--- src/rtl/core/ttli_pkg.sv ---
// Shared types and constants of the time table linear interpolator.
`default_nettype none
package ttli_pkg;
    localparam logic [1:0] FUNC_TIME  = 2'd0;
    localparam logic [1:0] FUNC_VALUE = 2'd1;
    localparam logic [1:0] FUNC_QUERY = 2'd2;
    localparam logic [1:0] FUNC_NONE  = 2'd3;

    localparam logic [1:0] ST_INTERP   = 2'd0;
    localparam logic [1:0] ST_EXACT    = 2'd1;
    localparam logic [1:0] ST_INACTIVE = 2'd2;

    localparam logic [2:0] ADDR_NUM_POINTS   = 3'd0;
    localparam logic [2:0] ADDR_NUM_CHANNELS = 3'd4;

    localparam int MAX_RESULTS = 8;

    // One item as it travels from the front end to the back end.
    typedef struct packed {
        logic [1:0]  func;
        logic [9:0]  index;
        logic [2:0]  channel;
        logic [31:0] data;
    } t_item;
endpackage
`default_nettype wire

--- src/rtl/core/ttli_front.sv ---
// Front end: accepts items, drops ignored ones and queues the rest.
`default_nettype none
module ttli_front import ttli_pkg::*; (
    input  wire logic        i_clk,
    input  wire logic        i_rst_n,
    input  wire logic        i_valid,
    output logic             o_stall,
    input  wire t_item       i_item,
    output logic             o_q_valid,
    input  wire logic        i_q_pop,
    output t_item            o_q_item
);
    localparam int QD = 4;
    t_item      r_q [QD];
    logic [1:0] r_wp, r_rp;
    logic [2:0] r_cnt;
    logic       w_push, w_keep;

    assign o_stall   = (r_cnt == 3'(QD));
    assign w_keep    = (i_item.func != FUNC_NONE);
    assign w_push    = i_valid && !o_stall && w_keep;
    assign o_q_valid = (r_cnt != 3'd0);
    assign o_q_item  = r_q[r_rp];

    always_ff @(posedge i_clk) begin
        if (w_push) begin
            r_q[r_wp] <= i_item;
        end
        if (!i_rst_n) begin
            r_wp  <= '0;
            r_rp  <= '0;
            r_cnt <= '0;
        end else begin
            if (w_push) r_wp <= r_wp + 2'd1;
            if (i_q_pop) r_rp <= r_rp + 2'd1;
            r_cnt <= r_cnt + 3'(w_push) - 3'(i_q_pop);
        end
    end
endmodule
`default_nettype wire

--- config.mk ---
export PLATFORM = sky130hd
export DESIGN_NAME = ttli_front
export DESIGN_NICKNAME = d
export VERILOG_FILES = /design/src/rtl/core/ttli_pkg.sv /design/src/rtl/core/ttli_front.sv
export SDC_FILE = /design/constraint.sdc
export NUM_CORES = 1
export LEC_CHECK = 0
export BUFFER_PORTS_ARGS = -buffer_cell sky130_fd_sc_hd__buf_2
export CAP_MARGIN = 10
export CORE_ASPECT_RATIO = 2
export CORE_UTILIZATION = 25
export CTS_CLUSTER_SIZE = 12
export DETAILED_ROUTE_END_ITERATION = 12
export SLEW_MARGIN = 25
export SYNTH_ARGS = -nofsm -noshare
export SYNTH_HDL_FRONTEND = slang
export SYNTH_SLANG_ARGS = --single-unit
export TNS_END_PERCENT = 30
--- constraint.sdc ---
create_clock -name i_clk -period 2.5 [get_ports i_clk]
set_input_delay 0.25 -clock i_clk [delete_from_list [all_inputs] [get_ports i_clk]]
set_output_delay 0.25 -clock i_clk [all_outputs]
set_load 0.005 [all_outputs]
==> metrics.md <==
| Metric | Value |
|---|---|
| Run status | complete, no violations |
| Net Sw Frac | 24.0% |
| Final hold vios | 0 |
| Clock Skew | 0.0120 ns |
| Mapped Cells | 292 |
| Minimum clock period | 2.26 ns |
| Psw | 1.81 mW |
| Synth cell types | 20 |
| Pint | 5.72 mW |
| Yosys warning count | 0 |
| Commonest non-fill, non-tap cell in the layout | edfxtp_1 |
| CTS max path bufs | 2 |
| Worst hold start | i_item[8] |
| Ports | 100 |
| DR vias | 3,325 |
| Final #Nets | 478 |
| Clock Power Share | 35.9% |
| Worst-case reg-to-reg path depth | 11 |
| Gr ovfl total | 0 |
| Clock transition at path regs | 0.08 ns |
| Worst-Skew Late Latency | 0.44 ns |
| Die W | 123 um |
| Ant diodes | 0 |
| Final setup viols | 0 |
| Fillers | 2,757 |
| Rel. slew slack | 71.2% |
| Drt wl/cell | 17.8 um |
| Setup ws final | 0.238 ns |
| CP max stage delay | 0.57 ns |
| Number of global-route vias before repair | 3,825 |
| Clk sinks | 197 |
| Worst Hold Class | in2reg |
| CTS tree | yes |
| Post-Syn Area | 7280 um2 |
| Top cells by area, synth | edfxtp_1 78%, mux4_2 15%, dfxtp_1 2.5%, ha_1 1.0%, buf_12 0.82% |
| Sequential area share after synthesis | 80.0% |
| Worst path cell trace | buf_4 > mux4_2 > buf_2 |
| Syn avg cell area | 24.9 um2 |
| Height of the die | 243 um |
| Critical path arrival | 2.01 ns |
| Initial antenna violation count | 4 |
| Slew Viols, Final | 0 |
| First-pass GRT wire length | 21,600 um |
| # hold bufs at CTS | 8 |
| P per Cell Area | 845 nW/um2 |
| Final ANT Viol Nets | 0 |
| Share of layout cells above drive strength 1 | 46.0% |
| WHS Path Cells | 1 |
| Pin count of the biggest net entering global routing | 26 |
| FF-to-FF End | r_cnt[2] |
| First-pass detailed-route iteration total | 4 |
| Reg-to-reg startpoint | r_cnt[2] |
| Root buf cell | clkbuf_16 |
| Final period utilization | 90.5% |
| CP Launch Type | flop |
| Total track usage | 10.3% |
| Share of the synthesized area in the top cell type | 77.5% |
| Kind of critical path | reg2out |
| DP HPWL | 9490 um |
| Combinational power share | 11.7% |
| Slew @ Worst Pin | 0.432 ns |
| Flops & latches, synth | 197 |
| Crit path required time | 2.25 ns |
| Clock buffer count from CTS | 17 |
| Rows | 88 |
| R2R Setup Slk | 0.24 ns |
| Most frequent cells in the layout | 188 x edfxtp_1, 99 x buf_2, 47 x mux4_2 |
| Hold Path Sink | r_q[3][8] |
| Setup TNS | 0 ns |
| Crit. End Element | output pin |
| Vias/cell | 4.19 |
| Total Wirelength | 14,100 um |
| Fin util | 31.0% |
| Max Freq | 442 MHz |
| Area growth, synth to finish | 22.4% |
| Post-place setup slack | 0.226 ns |
| Core area | 28,700 um2 |
| Max VDD drop | 0.000398 V |
| Largest area contributor in the netlist | edfxtp_1 |
| Setup bufs post-CTS | 0 |
| Synthesized net count | 350 |
| Post-CTS sizing | 0 |
| Worst Path Max Fanout | 14 |
| Max cap viols | 0 |
| H-tree levels | 4 |
| Leak | 2.97 nW |
| Sequential group share of total power | 52.4% |
| Initial core utilization | 25.3% |
| Crit-path slowest cell | mux4_2 |
| RSZ-0062 raised after global routing | no |
| # DRC | 0 |
| I/O Buffers | 99 |
| Die ar. | 29,900 um2 |
| DRT iter0 DRCs | 129 |
| GP Congestion | 0.670 |
[metrics by stage]
stage | hold slack [ns] | total power, mW | instances | area, um2
after global placement | 0.462 | 4.88 | 753 | 8240
final | 0.0285 | 7.53 | 793 | 8910
after floorplan | 0.349 | 4.52 | 292 | 7280
after detailed placement | 0.472 | 4.93 | 753 | 8240
after global routing | 0.00797 | 7.85 | 793 | 8910
after CTS | 0.0000101 | 7.68 | 793 | 8910
[cell type report]
type	instances	area [um2]	area share, %
Sequential cell	197	5830	65.4
Timing Repair Buffer	120	686	7.69
Tap cell	360	450	5.05
Clock buffer	17	425	4.77
Multi-Input combinational cell	78	1330	15.0
Inverter	6	22.5	0.253
Clock inverter	15	163	1.83
[power groups by stage]
stage          sequential [mW]  clock [mW]  combinational (mW)
2_1_floorplan             3.99           0               0.526
3_3_place_gp              4.01           0               0.879
3_5_place_dp              4.03           0               0.906
4_1_cts                   3.95        2.80               0.921
5_1_grt                   3.97        2.91               0.973
6_report                  3.95        2.71               0.882
[flip-flops by register name, indices dropped and copies added, names as in the netlist, named ones only]
register / count
r_rp: 2
r_cnt: 3
r_wp: 2
r_q: 188
[routing by layer]
layer | vias to the layer above | wire length [um] | track usage, %
met5 | - | 57 | 0
met4 | 8 | 294 | 4.95
met3 | 22 | 648 | 3.39
met2 | 73 | 8130 | 18.8
met1 | 1748 | 5010 | 10.0
li1 | 1474 | - | -
[critical path, delay by kind of cell (launching register included)]
| family | cells | cell delay, ns |
|---|---|---|
| muxes | 1 | 0.57 |
| DFF | 1 | 0.54 |
| buffers and inverters | 2 | 0.45 |
[cell usage after synthesis]
master and count:
a211oi_4 1, and2_1 9, buf_12 3, buf_2 4, buf_4 1, buf_6 1
clkbuf_1 2, dfxtp_1 9, edfxtp_1 188, fa_1 1, ha_1 6, inv_1 6
mux2i_1 2, mux4_2 47, nand2_1 5, nor2b_1 1, nor3b_2 1, or3_1 1
xnor2_1 3, xor2_1 1
[kinds of logic (layout without fill, tap and decap cells)]
kind of cell    after synthesis  count (layout)  share of synthesized area [%]
compound gates                1               1                          0.275
xor+xnor                      4               4                          0.481
fa+ha+maj                     7               7                           1.31
buf+inv                      17             158                           1.77
flops                       197             197                           80.0
mux                          49              49                           14.8
simple gates                 17              17                           1.37
[worst max-delay path by stage]
stage	endpoint	slack (ns)	from
2_1_floorplan	r_q[2][0]	0.1	r_cnt[1]
6_report	o_q_item[18]	0.24	flop
3_3_place_gp	r_cnt[2]	0.32	r_cnt[1]
3_5_place_dp	r_cnt[2]	0.23	r_cnt[1]
5_1_grt	r_cnt[2]	0.1	r_cnt[1]
4_1_cts	o_q_item[18]	0.13	flop
(Power assumes the default switching activity.)
